--- src/rtl/cpu6502dec_pkg.sv ---
// ----------------------------------------------------------------------------
// cpu6502dec_pkg
// Shared types, mnemonic and addressing mode codes, and the opcode table
// for the 6502 opcode decoder.
// ----------------------------------------------------------------------------
package cpu6502dec_pkg;

   typedef logic [5:0] mnemonic_type;
   typedef logic [4:0] mode_type;
   typedef logic [2:0] cycles_type;

   // Mnemonic codes, alphabetical from 1; 0 marks an unknown opcode
   localparam mnemonic_type MN_UNKNOWN = 6'd0;
   localparam mnemonic_type MN_ADC = 6'd1;
   localparam mnemonic_type MN_AND = 6'd2;
   localparam mnemonic_type MN_ASL = 6'd3;
   localparam mnemonic_type MN_BCC = 6'd4;
   localparam mnemonic_type MN_BCS = 6'd5;
   localparam mnemonic_type MN_BEQ = 6'd6;
   localparam mnemonic_type MN_BIT = 6'd7;
   localparam mnemonic_type MN_BMI = 6'd8;
   localparam mnemonic_type MN_BNE = 6'd9;
   localparam mnemonic_type MN_BPL = 6'd10;
   localparam mnemonic_type MN_BRK = 6'd11;
   localparam mnemonic_type MN_BVC = 6'd12;
   localparam mnemonic_type MN_BVS = 6'd13;
   localparam mnemonic_type MN_CLC = 6'd14;
   localparam mnemonic_type MN_CLD = 6'd15;
   localparam mnemonic_type MN_CLI = 6'd16;
   localparam mnemonic_type MN_CLV = 6'd17;
   localparam mnemonic_type MN_CMP = 6'd18;
   localparam mnemonic_type MN_CPX = 6'd19;
   localparam mnemonic_type MN_CPY = 6'd20;
   localparam mnemonic_type MN_DEC = 6'd21;
   localparam mnemonic_type MN_DEX = 6'd22;
   localparam mnemonic_type MN_DEY = 6'd23;
   localparam mnemonic_type MN_EOR = 6'd24;
   localparam mnemonic_type MN_INC = 6'd25;
   localparam mnemonic_type MN_INX = 6'd26;
   localparam mnemonic_type MN_INY = 6'd27;
   localparam mnemonic_type MN_JMP = 6'd28;
   localparam mnemonic_type MN_JSR = 6'd29;
   localparam mnemonic_type MN_LDA = 6'd30;
   localparam mnemonic_type MN_LDX = 6'd31;
   localparam mnemonic_type MN_LDY = 6'd32;
   localparam mnemonic_type MN_LSR = 6'd33;
   localparam mnemonic_type MN_NOP = 6'd34;
   localparam mnemonic_type MN_ORA = 6'd35;
   localparam mnemonic_type MN_PHA = 6'd36;
   localparam mnemonic_type MN_PHP = 6'd37;
   localparam mnemonic_type MN_PLA = 6'd38;
   localparam mnemonic_type MN_PLP = 6'd39;
   localparam mnemonic_type MN_ROL = 6'd40;
   localparam mnemonic_type MN_ROR = 6'd41;
   localparam mnemonic_type MN_RTI = 6'd42;
   localparam mnemonic_type MN_RTS = 6'd43;
   localparam mnemonic_type MN_SBC = 6'd44;
   localparam mnemonic_type MN_SEC = 6'd45;
   localparam mnemonic_type MN_SED = 6'd46;
   localparam mnemonic_type MN_SEI = 6'd47;
   localparam mnemonic_type MN_STA = 6'd48;
   localparam mnemonic_type MN_STX = 6'd49;
   localparam mnemonic_type MN_STY = 6'd50;
   localparam mnemonic_type MN_TAX = 6'd51;
   localparam mnemonic_type MN_TAY = 6'd52;
   localparam mnemonic_type MN_TSX = 6'd53;
   localparam mnemonic_type MN_TXA = 6'd54;
   localparam mnemonic_type MN_TXS = 6'd55;
   localparam mnemonic_type MN_TYA = 6'd56;

   // Addressing modes
   localparam mode_type MD_ACC  = 5'd0;
   localparam mode_type MD_X    = 5'd1;
   localparam mode_type MD_Y    = 5'd2;
   localparam mode_type MD_S    = 5'd3;
   localparam mode_type MD_P    = 5'd4;
   localparam mode_type MD_IMM  = 5'd5;
   localparam mode_type MD_IMP  = 5'd6;
   localparam mode_type MD_REL  = 5'd7;
   localparam mode_type MD_ZP   = 5'd8;
   localparam mode_type MD_ZPX  = 5'd9;
   localparam mode_type MD_ZPY  = 5'd10;
   localparam mode_type MD_ABS  = 5'd11;
   localparam mode_type MD_ABSX = 5'd12;
   localparam mode_type MD_ABSY = 5'd13;
   localparam mode_type MD_IND  = 5'd14;
   localparam mode_type MD_INDX = 5'd15;
   localparam mode_type MD_INDY = 5'd16;

   // Width of each stream payload, rounded up to whole bytes
   localparam int REQ_DATA_W = 32;
   localparam int RSP_DATA_W = 40;
   localparam int RSP_PAD_W  = 4;

   typedef struct packed {
      mnemonic_type mnemonic;
      mode_type     mode;
      cycles_type   cycles;
   } entry_type;

   // Last field in the lowest bits, as on req_tdata
   typedef struct packed {
      logic signed [7:0] operand_low;
      logic [15:0]       base_address;
      logic [7:0]        opcode;
   } req_type;

   // Last field in the lowest bits, as on rsp_tdata
   typedef struct packed {
      logic         is_known;
      logic [15:0]  branch_target;
      logic         is_conditional;
      logic         is_branch;
      logic         uses_memory;
      logic [1:0]   operand_bytes;
      cycles_type   cycle_count;
      mode_type     address_mode;
      mnemonic_type mnemonic_code;
   } result_type;

   function automatic entry_type ent(input mnemonic_type mn, input mode_type md,
                                     input cycles_type cy);
      entry_type e;
      e.mnemonic = mn;
      e.mode     = md;
      e.cycles   = cy;
      return e;
   endfunction

   function automatic entry_type lookup(input logic [7:0] op);
      entry_type e;
      case (op)
         8'h18: e = ent(MN_CLC, MD_IMP, 3'd2);
         8'h38: e = ent(MN_SEC, MD_IMP, 3'd2);
         8'h58: e = ent(MN_CLI, MD_IMP, 3'd2);
         8'h78: e = ent(MN_SEI, MD_IMP, 3'd2);
         8'hB8: e = ent(MN_CLV, MD_IMP, 3'd2);
         8'hD8: e = ent(MN_CLD, MD_IMP, 3'd2);
         8'hF8: e = ent(MN_SED, MD_IMP, 3'd2);
         8'h10: e = ent(MN_BPL, MD_REL, 3'd2);
         8'h30: e = ent(MN_BMI, MD_REL, 3'd2);
         8'h50: e = ent(MN_BVC, MD_REL, 3'd2);
         8'h70: e = ent(MN_BVS, MD_REL, 3'd2);
         8'h90: e = ent(MN_BCC, MD_REL, 3'd2);
         8'hB0: e = ent(MN_BCS, MD_REL, 3'd2);
         8'hD0: e = ent(MN_BNE, MD_REL, 3'd2);
         8'hF0: e = ent(MN_BEQ, MD_REL, 3'd2);
         8'hAA: e = ent(MN_TAX, MD_X, 3'd2);
         8'h8A: e = ent(MN_TXA, MD_ACC, 3'd2);
         8'hCA: e = ent(MN_DEX, MD_X, 3'd2);
         8'hE8: e = ent(MN_INX, MD_X, 3'd2);
         8'hA8: e = ent(MN_TAY, MD_Y, 3'd2);
         8'h98: e = ent(MN_TYA, MD_ACC, 3'd2);
         8'h88: e = ent(MN_DEY, MD_Y, 3'd2);
         8'hC8: e = ent(MN_INY, MD_Y, 3'd2);
         8'h9A: e = ent(MN_TXS, MD_S, 3'd2);
         8'hBA: e = ent(MN_TSX, MD_X, 3'd2);
         8'h48: e = ent(MN_PHA, MD_ACC, 3'd3);
         8'h68: e = ent(MN_PLA, MD_ACC, 3'd4);
         8'h08: e = ent(MN_PHP, MD_P, 3'd3);
         8'h28: e = ent(MN_PLP, MD_P, 3'd4);
         8'h4C: e = ent(MN_JMP, MD_ABS, 3'd3);
         8'h6C: e = ent(MN_JMP, MD_IND, 3'd5);
         8'h20: e = ent(MN_JSR, MD_ABS, 3'd6);
         8'h40: e = ent(MN_RTI, MD_IMP, 3'd6);
         8'h60: e = ent(MN_RTS, MD_IMP, 3'd6);
         8'h00: e = ent(MN_BRK, MD_IMM, 3'd7);
         8'h69: e = ent(MN_ADC, MD_IMM, 3'd2);
         8'h65: e = ent(MN_ADC, MD_ZP, 3'd3);
         8'h75: e = ent(MN_ADC, MD_ZPX, 3'd4);
         8'h6D: e = ent(MN_ADC, MD_ABS, 3'd4);
         8'h7D: e = ent(MN_ADC, MD_ABSX, 3'd4);
         8'h79: e = ent(MN_ADC, MD_ABSY, 3'd4);
         8'h61: e = ent(MN_ADC, MD_INDX, 3'd6);
         8'h71: e = ent(MN_ADC, MD_INDY, 3'd5);
         8'h29: e = ent(MN_AND, MD_IMM, 3'd2);
         8'h25: e = ent(MN_AND, MD_ZP, 3'd3);
         8'h35: e = ent(MN_AND, MD_ZPX, 3'd4);
         8'h2D: e = ent(MN_AND, MD_ABS, 3'd4);
         8'h3D: e = ent(MN_AND, MD_ABSX, 3'd4);
         8'h39: e = ent(MN_AND, MD_ABSY, 3'd4);
         8'h21: e = ent(MN_AND, MD_INDX, 3'd6);
         8'h31: e = ent(MN_AND, MD_INDY, 3'd5);
         8'h0A: e = ent(MN_ASL, MD_ACC, 3'd2);
         8'h06: e = ent(MN_ASL, MD_ZP, 3'd5);
         8'h16: e = ent(MN_ASL, MD_ZPX, 3'd6);
         8'h0E: e = ent(MN_ASL, MD_ABS, 3'd6);
         8'h1E: e = ent(MN_ASL, MD_ABSX, 3'd7);
         8'h24: e = ent(MN_BIT, MD_ZP, 3'd3);
         8'h2C: e = ent(MN_BIT, MD_ABS, 3'd4);
         8'hC9: e = ent(MN_CMP, MD_IMM, 3'd2);
         8'hC5: e = ent(MN_CMP, MD_ZP, 3'd3);
         8'hD5: e = ent(MN_CMP, MD_ZPX, 3'd4);
         8'hCD: e = ent(MN_CMP, MD_ABS, 3'd4);
         8'hDD: e = ent(MN_CMP, MD_ABSX, 3'd4);
         8'hD9: e = ent(MN_CMP, MD_ABSY, 3'd4);
         8'hC1: e = ent(MN_CMP, MD_INDX, 3'd6);
         8'hD1: e = ent(MN_CMP, MD_INDY, 3'd5);
         8'hE0: e = ent(MN_CPX, MD_IMM, 3'd2);
         8'hE4: e = ent(MN_CPX, MD_ZP, 3'd3);
         8'hEC: e = ent(MN_CPX, MD_ABS, 3'd4);
         8'hC0: e = ent(MN_CPY, MD_IMM, 3'd2);
         8'hC4: e = ent(MN_CPY, MD_ZP, 3'd3);
         8'hCC: e = ent(MN_CPY, MD_ABS, 3'd4);
         8'hC6: e = ent(MN_DEC, MD_ZP, 3'd5);
         8'hD6: e = ent(MN_DEC, MD_ZPX, 3'd6);
         8'hCE: e = ent(MN_DEC, MD_ABS, 3'd6);
         8'hDE: e = ent(MN_DEC, MD_ABSX, 3'd7);
         8'h49: e = ent(MN_EOR, MD_IMM, 3'd2);
         8'h45: e = ent(MN_EOR, MD_ZP, 3'd3);
         8'h55: e = ent(MN_EOR, MD_ZPX, 3'd4);
         8'h4D: e = ent(MN_EOR, MD_ABS, 3'd4);
         8'h5D: e = ent(MN_EOR, MD_ABSX, 3'd4);
         8'h59: e = ent(MN_EOR, MD_ABSY, 3'd4);
         8'h41: e = ent(MN_EOR, MD_INDX, 3'd6);
         8'h51: e = ent(MN_EOR, MD_INDY, 3'd5);
         8'hE6: e = ent(MN_INC, MD_ZP, 3'd5);
         8'hF6: e = ent(MN_INC, MD_ZPX, 3'd6);
         8'hEE: e = ent(MN_INC, MD_ABS, 3'd6);
         8'hFE: e = ent(MN_INC, MD_ABSX, 3'd7);
         8'hA9: e = ent(MN_LDA, MD_IMM, 3'd2);
         8'hA5: e = ent(MN_LDA, MD_ZP, 3'd3);
         8'hB5: e = ent(MN_LDA, MD_ZPX, 3'd4);
         8'hAD: e = ent(MN_LDA, MD_ABS, 3'd4);
         8'hBD: e = ent(MN_LDA, MD_ABSX, 3'd4);
         8'hB9: e = ent(MN_LDA, MD_ABSY, 3'd4);
         8'hA1: e = ent(MN_LDA, MD_INDX, 3'd6);
         8'hB1: e = ent(MN_LDA, MD_INDY, 3'd5);
         8'hA2: e = ent(MN_LDX, MD_IMM, 3'd2);
         8'hA6: e = ent(MN_LDX, MD_ZP, 3'd3);
         8'hB6: e = ent(MN_LDX, MD_ZPY, 3'd4);
         8'hAE: e = ent(MN_LDX, MD_ABS, 3'd4);
         8'hBE: e = ent(MN_LDX, MD_ABSY, 3'd4);
         8'hA0: e = ent(MN_LDY, MD_IMM, 3'd2);
         8'hA4: e = ent(MN_LDY, MD_ZP, 3'd3);
         8'hB4: e = ent(MN_LDY, MD_ZPX, 3'd4);
         8'hAC: e = ent(MN_LDY, MD_ABS, 3'd4);
         8'hBC: e = ent(MN_LDY, MD_ABSX, 3'd4);
         8'h4A: e = ent(MN_LSR, MD_ACC, 3'd2);
         8'h46: e = ent(MN_LSR, MD_ZP, 3'd5);
         8'h56: e = ent(MN_LSR, MD_ZPX, 3'd6);
         8'h4E: e = ent(MN_LSR, MD_ABS, 3'd6);
         8'h5E: e = ent(MN_LSR, MD_ABSX, 3'd7);
         // single-byte NOP aliases decode like the real NOP
         8'h1A, 8'h3A, 8'h5A, 8'h7A, 8'hDA, 8'hFA,
         8'hEA: e = ent(MN_NOP, MD_IMP, 3'd2);
         8'h09: e = ent(MN_ORA, MD_IMM, 3'd2);
         8'h05: e = ent(MN_ORA, MD_ZP, 3'd3);
         8'h15: e = ent(MN_ORA, MD_ZPX, 3'd4);
         8'h0D: e = ent(MN_ORA, MD_ABS, 3'd4);
         8'h1D: e = ent(MN_ORA, MD_ABSX, 3'd4);
         8'h19: e = ent(MN_ORA, MD_ABSY, 3'd4);
         8'h01: e = ent(MN_ORA, MD_INDX, 3'd6);
         8'h11: e = ent(MN_ORA, MD_INDY, 3'd5);
         8'h2A: e = ent(MN_ROL, MD_ACC, 3'd2);
         8'h26: e = ent(MN_ROL, MD_ZP, 3'd5);
         8'h36: e = ent(MN_ROL, MD_ZPX, 3'd6);
         8'h2E: e = ent(MN_ROL, MD_ABS, 3'd6);
         8'h3E: e = ent(MN_ROL, MD_ABSX, 3'd7);
         8'h6A: e = ent(MN_ROR, MD_ACC, 3'd2);
         8'h66: e = ent(MN_ROR, MD_ZP, 3'd5);
         8'h76: e = ent(MN_ROR, MD_ZPX, 3'd6);
         8'h6E: e = ent(MN_ROR, MD_ABS, 3'd6);
         8'h7E: e = ent(MN_ROR, MD_ABSX, 3'd7);
         // immediate SBC alias shares the documented encoding
         8'hEB,
         8'hE9: e = ent(MN_SBC, MD_IMM, 3'd2);
         8'hE5: e = ent(MN_SBC, MD_ZP, 3'd3);
         8'hF5: e = ent(MN_SBC, MD_ZPX, 3'd4);
         8'hED: e = ent(MN_SBC, MD_ABS, 3'd4);
         8'hFD: e = ent(MN_SBC, MD_ABSX, 3'd4);
         8'hF9: e = ent(MN_SBC, MD_ABSY, 3'd4);
         8'hE1: e = ent(MN_SBC, MD_INDX, 3'd6);
         8'hF1: e = ent(MN_SBC, MD_INDY, 3'd5);
         8'h85: e = ent(MN_STA, MD_ZP, 3'd3);
         8'h95: e = ent(MN_STA, MD_ZPX, 3'd4);
         8'h8D: e = ent(MN_STA, MD_ABS, 3'd4);
         8'h9D: e = ent(MN_STA, MD_ABSX, 3'd5);
         8'h99: e = ent(MN_STA, MD_ABSY, 3'd5);
         8'h81: e = ent(MN_STA, MD_INDX, 3'd6);
         8'h91: e = ent(MN_STA, MD_INDY, 3'd6);
         8'h86: e = ent(MN_STX, MD_ZP, 3'd3);
         8'h96: e = ent(MN_STX, MD_ZPY, 3'd4);
         8'h8E: e = ent(MN_STX, MD_ABS, 3'd4);
         8'h84: e = ent(MN_STY, MD_ZP, 3'd3);
         8'h94: e = ent(MN_STY, MD_ZPX, 3'd4);
         8'h8C: e = ent(MN_STY, MD_ABS, 3'd4);
         default: e = ent(MN_UNKNOWN, MD_IMP, 3'd1);
      endcase
      return e;
   endfunction

endpackage

--- src/rtl/cpu6502dec_decode.sv ---
// ----------------------------------------------------------------------------
// cpu6502dec_decode
// Combinational decode of one registered request: table lookup, operand
// length, classification flags and relative branch target.
// ----------------------------------------------------------------------------
module cpu6502dec_decode (
   input  cpu6502dec_pkg::req_type    req,
   output cpu6502dec_pkg::result_type rsp
);
   import cpu6502dec_pkg::*;

   entry_type   entry;
   logic        cond;
   logic [15:0] offset_ext;

   assign entry      = lookup(req.opcode);
   assign offset_ext = {{8{req.operand_low[7]}}, req.operand_low};

   always_comb begin
      cond = entry.mnemonic inside {MN_BCC, MN_BCS, MN_BEQ, MN_BMI,
                                    MN_BNE, MN_BPL, MN_BVC, MN_BVS};

      rsp.mnemonic_code = entry.mnemonic;
      rsp.address_mode  = entry.mode;
      rsp.cycle_count   = entry.cycles;

      case (entry.mode)
         MD_IMM, MD_REL, MD_ZP, MD_ZPX, MD_ZPY, MD_INDX, MD_INDY: begin
            rsp.operand_bytes = 2'd1;
         end
         MD_ABS, MD_ABSX, MD_ABSY, MD_IND: begin
            rsp.operand_bytes = 2'd2;
         end
         default: begin
            rsp.operand_bytes = 2'd0;
         end
      endcase

      rsp.uses_memory    = entry.mode inside {[MD_ZP:MD_INDY]};
      // unknown opcodes are flagged as flow changes too
      rsp.is_branch      = cond || (entry.mnemonic inside {MN_UNKNOWN, MN_BRK, MN_JMP,
                                                           MN_JSR, MN_RTI, MN_RTS});
      rsp.is_conditional = cond;
      rsp.branch_target  = req.base_address + offset_ext;
      rsp.is_known       = (entry.mnemonic != MN_UNKNOWN);
   end

endmodule

--- src/rtl/cpu6502_opcode_decoder.sv ---
// ----------------------------------------------------------------------------
// cpu6502_opcode_decoder
// 6502 opcode decoder on a pair of streams: one request carries an opcode,
// a base address and an operand byte, one response carries the decode.
// ----------------------------------------------------------------------------
// Path: the input register captures a request, the decode logic is combinational,
// and the output register loads the decode and raises rsp_tvalid.
// Throughput: one request per cycle; the input register, the decode logic
// and the output register form a two-stage pipeline that stalls only on
// rsp_tready.
// Reset: synchronous; clears both valid bits, payload registers keep data.
module cpu6502_opcode_decoder (
   input  logic                                  clock,
   input  logic                                  reset,
   input  logic                                  req_tvalid,
   output logic                                  req_tready,
   input  logic [cpu6502dec_pkg::REQ_DATA_W-1:0] req_tdata,   // opcode, base_address,
                                                              // operand_low
   output logic                                  rsp_tvalid,
   input  logic                                  rsp_tready,
   output logic [cpu6502dec_pkg::RSP_DATA_W-1:0] rsp_tdata    // mnemonic_code,
                                                              // address_mode, cycle_count,
                                                              // operand_bytes, uses_memory,
                                                              // is_branch, is_conditional,
                                                              // branch_target, is_known
);
   import cpu6502dec_pkg::*;

   logic       in_valid_ff, in_valid_in;
   req_type    in_data_ff;
   logic       out_valid_ff, out_valid_in;
   result_type out_data_ff;
   result_type decoded;
   logic       out_ready;
   logic       in_ready;

   // output stage frees up when empty or when its transfer completes
   assign out_ready = !out_valid_ff || rsp_tready;
   assign in_ready  = !in_valid_ff || out_ready;

   assign in_valid_in  = req_tvalid || (in_valid_ff && !out_ready);
   assign out_valid_in = in_valid_ff || (out_valid_ff && !rsp_tready);

   cpu6502dec_decode u_decode (
      .req (in_data_ff),
      .rsp (decoded)
   );

   always_ff @(posedge clock) begin
      if (reset) begin
         in_valid_ff  <= 1'b0;
         out_valid_ff <= 1'b0;
      end else begin
         if (in_ready) begin
            in_valid_ff <= in_valid_in;
         end
         if (out_ready) begin
            out_valid_ff <= out_valid_in;
         end
      end
   end

   always_ff @(posedge clock) begin
      if (in_ready && req_tvalid) begin
         in_data_ff <= req_type'(req_tdata);
      end
      if (out_ready && in_valid_ff) begin
         out_data_ff <= decoded;
      end
   end

   assign req_tready = in_ready;
   assign rsp_tvalid = out_valid_ff;
   assign rsp_tdata  = {{RSP_PAD_W{1'b0}}, out_data_ff};

endmodule

--- config.mk ---
export PLATFORM = sky130hd
export DESIGN_NAME = cpu6502_opcode_decoder
export DESIGN_NICKNAME = d
export VERILOG_FILES = /design/src/rtl/cpu6502dec_pkg.sv /design/src/rtl/cpu6502dec_decode.sv /design/src/rtl/cpu6502_opcode_decoder.sv
export SDC_FILE = /design/constraint.sdc
export NUM_CORES = 1
export LEC_CHECK = 0
export BUFFER_PORTS_ARGS = -buffer_cell sky130_fd_sc_hd__buf_4
export CELL_PAD_IN_SITES_DETAIL_PLACEMENT = 1
export CELL_PAD_IN_SITES_GLOBAL_PLACEMENT = 1
export CORE_MARGIN = 1.5
export CORE_UTILIZATION = 45
export DETAILED_ROUTE_END_ITERATION = 16
export PLACE_DENSITY = 0.8
export SKIP_CTS_REPAIR_TIMING = 1
export SKIP_LAST_GASP = 1
export SYNTH_ARGS = -nofsm -noshare
export SYNTH_HDL_FRONTEND = slang
export SYNTH_HIERARCHICAL = 1
export SYNTH_SLANG_ARGS = --single-unit
--- constraint.sdc ---
create_clock -name clock -period 7.12 [get_ports clock]
set_input_delay 0.712 -clock clock [delete_from_list [all_inputs] [get_ports clock]]
set_output_delay 0.712 -clock clock [all_outputs]
set_load 0.03 [all_outputs]
# Word level (Yosys, flattened, before mapping)
# Memories as Yosys holds them, arrays and structs flattened. A register that Yosys moved wholly into a read port is not among the register bits.
# Cells that the tools add are included.
dict set report word_totals {
  n_memories 2
  input_bits 36
  out_inout_bits 42
  rom_bits 3648
  register_bits 68
}
# memory words word_bits rd rd_clocked_by_memory_dff wr line_no
set mem_list {}
lappend mem_list {{(no name shown)} 256 14 1 1 0 cpu6502dec_pkg.sv:132} ;# case (op)
lappend mem_list {{(no name shown)} 32 2 1 1 0 cpu6502dec_decode.sv:27} ;# case (entry.mode)
dict set report classes {
  muxes 1
  n_addsub 1
  eq_ne 13
  n_lt_le_gt_ge 2
  n_reduce_logical 18
}
# operator n
set op_table {}
lappend op_table {{6-bit by 4-bit == test with 1-bit output (second input constant)} 6}
lappend op_table {{6-bit by 3-bit == test with 1-bit output (second input constant)} 3}
lappend op_table {{16-bit adder} 1}
lappend op_table {{6-bit by 5-bit == test with 1-bit output (second input constant)} 2}
lappend op_table {{6-bit == test (second input constant)} 2}
lappend op_table {{6-bit nonzero test} 2}
lappend op_table {{8-bit 2-to-1 mux} 1}
lappend op_table {{8-bit nonzero test} 1}
lappend op_table {{6-bit zero test} 1}
lappend op_table {{5-bit by 4-bit greater-or-equal comparator with 1-bit output (second input constant)} 1}
lappend op_table {{5-bit less-or-equal comparator (second input constant)} 1}
lappend op_table {{1-bit logical AND} 5}
lappend op_table {{1-bit logical OR} 5}
lappend op_table {{1-bit zero test} 4}

# Depth between registers and ports, before layout
# Gate-level depths: netlist (run 1).
dict set report depth {
  ltp_word 5
  mapped_depth 13
  ltp_nobuf 11
}

# By module
# The synthesis (run 1) kept the hierarchy.
# module cells_per_inst n_inst area_each_um2
set by_module_without_submodules {}
lappend by_module_without_submodules {cpu6502dec_decode 523 1 3310.7}
lappend by_module_without_submodules {cpu6502_opcode_decoder 83 1 2179.6}

# Worst setup path before layout (run 1)
# OpenSTA, ideal clock, no wires.
dict set report synth_timing {
  kind {register -> register}
  startpoint {reg in_data_ff[31] (netlist bit)}
  endpoint {reg out_data_ff, in the netlist rsp_tdata[34] (data pin)}
  setup_slack_ps 4480
  stages_incl_launch_ff 10
  setup_time_ps 260
  arrival_ps 2380
  period_less_slack_ps 2640
  path_buffers 0
  required_ps 6860
  path_cell_list {edfxtp_1 > ha_1 > a21o_1 > a21o_1 > a21o_1 > a21o_1 > a211o_1 > a311o_1 > a21oi_2 > xnor2_1}
}
# item line_no
set synth_lines {}
lappend synth_lines {{start, declared} cpu6502_opcode_decoder.sv:30} ;# req_type in_data_ff;
lappend synth_lines {{start signal, assigned} cpu6502_opcode_decoder.sv:65} ;# in_data_ff <= req_type'(req_tdata);
lappend synth_lines {{end signal, assigned} cpu6502_opcode_decoder.sv:68} ;# out_data_ff <= decoded;
lappend synth_lines {{end, declared} cpu6502_opcode_decoder.sv:32} ;# result_type out_data_ff;

==> results of run 1 <==
-- metrics by stage --
| stage | instance area [um2] | power [mW] | setup slack (ns) | instances |
|---|---|---|---|---|
| 5_1_grt | 6220 | 1.35 | 2.85 | 791 |
| 4_1_cts | 6220 | 1.31 | 3.07 | 791 |
| 3_5_place_dp | 5940 | 0.867 | 3.11 | 777 |
| 3_3_place_gp | 5940 | 0.852 | 3.35 | 777 |
| 6_report | 6220 | 1.30 | 3.02 | 791 |
| 2_1_floorplan | 5500 | 0.766 | 4.48 | 609 |
-- layer usage --
metal,routed length [um],share of wire,global-route usage,vias up
met2,9130,0.50,0.504,223
met1,7320,0.40,0.360,2539
li1,-,-,-,2356
met5,0,0,0,-
met4,690,0.037,0.152,0
met3,1280,0.070,0.0632,49
-- synth_stat cells, types with 5 or more instances --
library cell / count / area (um2)
a211o_1: 6 / 52.6
a211oi_1: 5 / 37.5
a21boi_0: 5 / 37.5
a21o_1: 10 / 75.1
a21oi_1: 62 / 310
a311oi_1: 10 / 87.6
a31oi_1: 18 / 113
and2_1: 5 / 31.3
buf_1: 5 / 18.8
buf_2: 24 / 120
buf_4: 12 / 90.1
buf_6: 6 / 67.6
clkbuf_1: 11 / 41.3
edfxtp_1: 68 / 2040
ha_1: 20 / 250
inv_1: 28 / 105
nand2_1: 38 / 143
nand2b_1: 12 / 75.1
nand3_1: 14 / 70.1
nor2_1: 41 / 154
nor2b_1: 7 / 43.8
nor3_1: 13 / 65.1
nor4_1: 6 / 37.5
o211ai_1: 10 / 75.1
o21ai_0: 35 / 175
o21ai_1: 5 / 25.0
o22ai_1: 6 / 37.5
o31ai_1: 5 / 37.5
or2_2: 5 / 31.3
xnor2_1: 13 / 114
xor2_1: 5 / 43.8
-- critical path, cell delays in order (launching register included) --
cell and delay [ns]:
edfxtp_1 0.94, inv_1 0.33, ha_1 0.94, and2_1 0.22, o21ai_0 0.09, a311oi_1 0.35
a211oi_1 0.10, a31oi_2 0.28, nand2_1 0.10, and4_1 0.22, a211o_1 0.27
-- how the worst max path moves through the flow --
stage | endpoint | slack, ns | from | cells past startpoint
2_1_floorplan | rsp_tdata[34]$_DFFE_PP_ | 4.48 | in_data_ff[31]$_DFFE_PP_ | 9
3_3_place_gp | rsp_tdata[17]$_DFFE_PP_ | 3.35 | in_data_ff[1]$_DFFE_PP_ | 10
3_5_place_dp | rsp_tdata[15]$_DFFE_PP_ | 3.11 | in_data_ff[1]$_DFFE_PP_ | 8
4_1_cts | rsp_tdata[15]$_DFFE_PP_ | 3.07 | in_data_ff[1]$_DFFE_PP_ | 8
5_1_grt | rsp_tdata[15]$_DFFE_PP_ | 2.85 | in_data_ff[1]$_DFFE_PP_ | 10
6_report | rsp_tdata[17]$_DFFE_PP_ | 3.02 | in_data_ff[1]$_DFFE_PP_ | 10
-- cells by family (layout without fill, tap and decap cells) --
group | Yosys count | in the layout
AND/OR/NAND/NOR | 171 | 171
AO/OA/AOI/OAI | 233 | 233
adder cells (fa/ha/maj) | 21 | 21
buffers and inverters | 87 | 122
other | 1 | 4
flip-flops | 70 | 70
XOR/XNOR | 18 | 18
multiplexers | 5 | 5
-- power by group through the flow --
stage               Clock, mW  Combinational (mW)  Sequential (mW)
floorplan                   0               0.225            0.541
global placement            0               0.339            0.513
detailed placement          0               0.352            0.515
CTS                     0.443               0.357            0.507
global route            0.449               0.390            0.510
finish                  0.431               0.362            0.507
-- final cells by class --
cell class              instances  area, um2  area share
clock buffers                   9        225      0.0362
clock inverters                 5       52.6     0.00845
inverters                      29        109      0.0175
multi-input cells             452       2970       0.478
flip-flops and latches         70       2080       0.335
well taps                     147        184      0.0296
repair buffers                 79        593      0.0954
-- registers in the layout, summed over array words and instances (netlist names) --
name         flops
in_valid_ff      1
rsp_tdata       36
rsp_tvalid       1
in_data_ff      32
==> run_results.csv, run 1 <==
group,metric,value,unit
status,outcome,"completed",
min_path,hold_start,"in_valid_ff$_SDFFE_PP0P_",
placement,gp_congestion,0.950,
drt,first_pass_iters,5,
worst_setup_path,crit_type,"register to register",
timing,drv_slew,0,
synth,synth_top_family_by_area,"compound AO/OA/AOI/OAI gates",
synth,ys_seq_area_frac,0.379,
drt,dr_total_vias,5167,
clocking,cts_root_buffer,"clkbuf_16",
timing,hold_slack,0.490,ns
worst_setup_path,worst_ep_arrival_time,4.19,ns
timing,period_needed,4.10,ns
min_path,min_to,"rsp_tvalid$_SDFFE_PP0P_",
synth,syn_inst,606,
grt,grt_max_degree,86,
grt,grt_pass1_wl,29600,um
timing,clock.fmax,0.244,GHz
power,p_clk_frac,0.332,
min_path,hold_depth,2,
power,leakagePower,2.41,nW
timing,fin_crit_sh,0.576,
clocking,clock_path_buffers,2,
grt,grtUsageTotal,0.298,
finish,fin_nets,698,
worst_setup_path,reg2reg_to,"rsp_tdata[17]$_DFFE_PP_",
grt,grt_pass1_vias,5421,
floorplan,initial_core_util,0.459,
floorplan,die_y,113,um
timing,setup_viol,0,
grt,antenna_found_initial,0,
clocking,clk_latency,0.34,ns
synth,postSynth.asyncResetShare,0,
power,p_switching,0.413,mW
power,p_seq_frac,0.390,
drt,drc,0,
drt,vias_per_cell,6.53,
worst_setup_path,required,7.21,ns
power,comb_power_share,0.278,
synth,avgSynthCellArea,9.06,um2
drt,drt-total-wl,18400,um
placement,io_buffers,73,
floorplan,die_x,113,um
synth,synth_edf_count,68,
clocking,clk_pin_slew,0.05,ns
placement,post-dp-hpwl,12200,um
finish,fill_cells,1377,
synth,ys_seq_elements,70,
power,power_density,209,nW/um2
power,irDropWorstVdd,0.212,mV
synth,syn_area,5490,um2
synth,ys.flop_type,"edfxtp_1",
flow_run,max_cap_viol_count,0,
timing,hold_viol,0,
drt,drtIter0Drc,594,
worst_setup_path,r2r_cells,10,
synth,synthXorXnorAreaFrac,0.0287,
synth,synth_cell_types,85,
worst_setup_path,worst-path-max-fanout,26,
clocking,cts_htree_levels,3,
drt,wl_per_cell,23.3,um
timing,rsz0062_at_grt,"no",
clocking,numCtsBuffers,9,
finish,final_core_util,0.520,
drt,ant_nets,0,
synth,synth_compound_area_frac,0.287,
timing,relSlewSlack,0.359,
worst_setup_path,r2r_slack,3.02,ns
finish,layout_commonest_cell,"buf_4",
worst_setup_path,worstSetupStartpointType,"register",
power,internal_power,0.887,mW
timing,worst_pin_slew,0.961,ns
floorplan,num_rows,40,
synth,synthMuxAreaShare,0.00957,
timing,finalSetupTns,0,ns
min_path,hp-class,"register to register",
finish,final_cell_mix,"buf_4, edfxtp_1, a21oi_1, nor2_1, nand2_1",
grt,overflow,0,
floorplan,num_io_pins,78,
synth,synthAdderAreaFrac,0.0492,
floorplan,core,12000,um2
timing,fin_skew,0.00415,ns
floorplan,dieArea,12900,um2
clocking,cts_tree,"yes",
synth,yosysWarnings,6,
worst_setup_path,cp-end-kind,"register",
worst_setup_path,r2r_start,"in_data_ff[1]$_DFFE_PP_",
finish,area_growth,13.3,%
power,p_sw_frac,0.318,
synth,synthSimpleGateAreaFrac,0.164,
finish,diodes,0,
finish,final_layout_size_suffix_gt1_frac,0.179,
clocking,numClockSinks,70,
No activity file was read; power rests on OpenSTA's default activity.
==> run 2: changes to the inputs <==
--- a/config.mk
+++ b/config.mk
@@ -5,13 +5,14 @@
 export SDC_FILE = /design/constraint.sdc
 export NUM_CORES = 1
 export LEC_CHECK = 0
+export ABC_AREA = 1
 export BUFFER_PORTS_ARGS = -buffer_cell sky130_fd_sc_hd__buf_4
 export CELL_PAD_IN_SITES_DETAIL_PLACEMENT = 1
 export CELL_PAD_IN_SITES_GLOBAL_PLACEMENT = 1
 export CORE_MARGIN = 1.5
-export CORE_UTILIZATION = 45
+export CORE_UTILIZATION = 42
 export DETAILED_ROUTE_END_ITERATION = 16
-export PLACE_DENSITY = 0.8
+export PLACE_DENSITY = 0.78
 export SKIP_CTS_REPAIR_TIMING = 1
 export SKIP_LAST_GASP = 1
 export SYNTH_ARGS = -nofsm -noshare
==> constraint.sdc (replaced) <==
create_clock -name clock -period 4.23 [get_ports clock]
set_input_delay 0.423 -clock clock [delete_from_list [all_inputs] [get_ports clock]]
set_output_delay 0.423 -clock clock [all_outputs]
set_load 0.03 [all_outputs]
==> run 2 against run 1 <==
Sequential share of layout area is 0.15 points lower. Non-clock buffer count increased by 5. Setup slack worse by 1.9 ns. Critical path type unchanged. Critical endpoint unchanged. Largest power group unchanged. Highest routed layer unchanged.
==> run_results.csv, run 2 <==
group,metric,value,unit
floorplan,die_y,116,um
clocking,cts_root_buffer,"clkbuf_16",
finish,final_core_util,0.499,
timing,fin_crit_sh,0.733,
synth,ys.flop_type,"edfxtp_1",
timing,fin_skew,0.0102,ns
timing,relSlewSlack,0.265,
drt,dr_total_vias,5543,
placement,post-dp-hpwl,14400,um
drt,ant_nets,0,
status,outcome,"completed",
grt,grt_max_degree,33,
finish,layout_commonest_cell,"nand2_1",
clocking,clk_latency,0.35,ns
power,power_density,356,nW/um2
flow_run,max_cap_viol_count,0,
timing,worst_pin_slew,1.10,ns
worst_setup_path,crit_chain,"inv_2 -> nor2_1 -> nand2_1 -> nand4_1 -> nand2_1 -> nor2_1 -> nand3_1 -> nand2_1 -> nand2_1 -> nand2_1 -> nor2_1 -> nor2_1 -> nand2_1",
floorplan,initial_core_util,0.427,
synth,synth_edf_count,68,
placement,gp_congestion,1.04,
synth,avgSynthCellArea,7.54,um2
drt,vias_per_cell,5.83,
power,irDropWorstVdd,0.312,mV
floorplan,num_rows,41,
finish,fin_nets,830,
finish,final_cell_mix,"nand2_1, nand3_1, buf_4, edfxtp_1, inv_1",
grt,grt_pass1_wl,30600,um
worst_setup_path,path_delay_family,"simple AND/OR/NAND/NOR gates",
worst_setup_path,worst-path-max-fanout,20,
timing,setup_viol,0,
synth,yosysTopAreaCellShare,0.382,
clocking,numCtsBuffers,9,
worst_setup_path,critPathSlowestCell,"edfxtp_1",
timing,finalSetupTns,0,ns
synth,syn_inst,708,
drt,drc,0,
clocking,clk_pin_slew,0.06,ns
floorplan,num_io_pins,78,
clocking,cts_htree_levels,3,
finish,area_growth,17.0,%
timing,period_needed,3.10,ns
finish,largest_reg_flops,36,
grt,overflow,0,
drt,drtIter0Drc,542,
worst_setup_path,worst_ep_arrival_time,3.20,ns
drt,drt-total-wl,19700,um
finish,final_layout_size_suffix_gt1_frac,0.174,
worst_setup_path,required,4.33,ns
finish,fill_cells,1651,
synth,yosysTopAreaCell,"edfxtp_1",
worst_setup_path,crit_buf_inv,1,
synth,synth_commonest_cells,"nand2_1, nand3_1, edfxtp_1",
worst_setup_path,worstSetupStartpointType,"register",
synth,synth_cell_types,45,
worst_setup_path,cp_common_cell,"nand2_1",
clocking,cts_tree,"yes",
drt,first_pass_iters,5,
timing,rsz0062_at_grt,"no",
timing,hold_viol,0,
synth,synth_most_common_cell,"nand2_1",
grt,grtUsageTotal,0.307,
synth,ys_seq_area_frac,0.390,
timing,drv_slew,0,
placement,io_buffers,73,
clocking,numClockSinks,70,
finish,diodes,0,
floorplan,die_x,116,um
drt,wl_per_cell,20.7,um
synth,ys_seq_elements,70,
timing,clock.fmax,0.322,GHz
min_path,hp-class,"primary input to register",
worst_setup_path,cp-end-kind,"register",
grt,grt_pass1_vias,5653,
synth,ys_top_cells_by_area,"edfxtp_1, nand2_1, nand3_1",
power,leakagePower,2.94,nW
grt,antenna_found_initial,0,
synth,yosysWarnings,6,
clocking,clock_path_buffers,2,
synth,postSynth.asyncResetShare,0,
worst_setup_path,slowest_delay,0.89,ns
floorplan,dieArea,13400,um2
synth,syn_area,5340,um2
floorplan,core,12500,um2
worst_setup_path,crit_type,"register to register",
run 2: cell count changes after synthesis, sizes merged, moves of 9 or more:
| cell | delta |
|---|---|
| inv | +36 |
| nor3 | -11 |
| buf | -16 |
| a311oi | -10 |
| a21oi | -26 |
| nand2b | -13 |
| clkbuf | -9 |
| nand2 | +192 |
| a31oi | -17 |
| nor2 | +23 |
| nand3 | +78 |
run 2: power breakdown:
part / leakage [nW] / internal (mW) / total (mW) / switching, mW
Clock: 0.138 / 0.455 / 0.753 / 0.298
Combinational: 2.13 / 0.196 / 0.612 / 0.416
Sequential: 0.668 / 0.829 / 0.861 / 0.0327
run 2: layout make-up:
| class | count | area, um2 | area share |
|---|---|---|---|
| multi-input combinational | 544 | 2790 | 0.447 |
| tap | 172 | 215 | 0.0344 |
| clock buffer | 12 | 236 | 0.0379 |
| inverter | 64 | 245 | 0.0393 |
| timing repair buffer | 84 | 631 | 0.101 |
| clock inverter | 4 | 47.5 | 0.00761 |
| sequential | 70 | 2080 | 0.333 |
run 2: path summary, 6_finish.rpt:
path,startpoint,endpoint,slack [ns],depth (start not counted)
min reg2reg,in_valid_ff$_SDFFE_PP0P_,in_valid_ff$_SDFFE_PP0P_,0.51,2
max,in_data_ff[3]$_DFFE_PP_,rsp_tdata[17]$_DFFE_PP_,1.13,13
max reg2reg,in_data_ff[3]$_DFFE_PP_,rsp_tdata[17]$_DFFE_PP_,1.13,13
min,reset,in_valid_ff$_SDFFE_PP0P_,0.24,2
run 2: kinds of logic after synthesis:
| group | synth area share |
|---|---|
| AOI/OAI and AO/OA | 0.111 |
| xor gates and xnor gates | 0.0246 |
| adders and majority gates | 0.0506 |
| buffers and inverters | 0.0916 |
| DFF | 0.390 |
| other | 0.000702 |
| and+or+nand+nor | 0.332 |
run 2: per-stage QoR:
step | instances | area [um2] | setup WS (ns) | power (mW) | hold slack, ns
after floorplan | 711 | 5350 | 1.52 | 1.28 | 0.457
after global placement | 934 | 5960 | 1.21 | 1.46 | 0.483
after detailed placement | 934 | 5960 | 1.24 | 1.47 | 0.500
after CTS | 950 | 6250 | 1.22 | 2.23 | 0.233
after global routing | 950 | 6250 | 0.932 | 2.32 | 0.242
final | 950 | 6250 | 1.13 | 2.23 | 0.240
run 2: routing by layer:
metal,up-vias,share of wire,GRT usage
met5,-,0,0
met4,0,0.044,0.160
met3,68,0.071,0.0575
met2,277,0.48,0.517
met1,2699,0.40,0.375
li1,2499,-,-
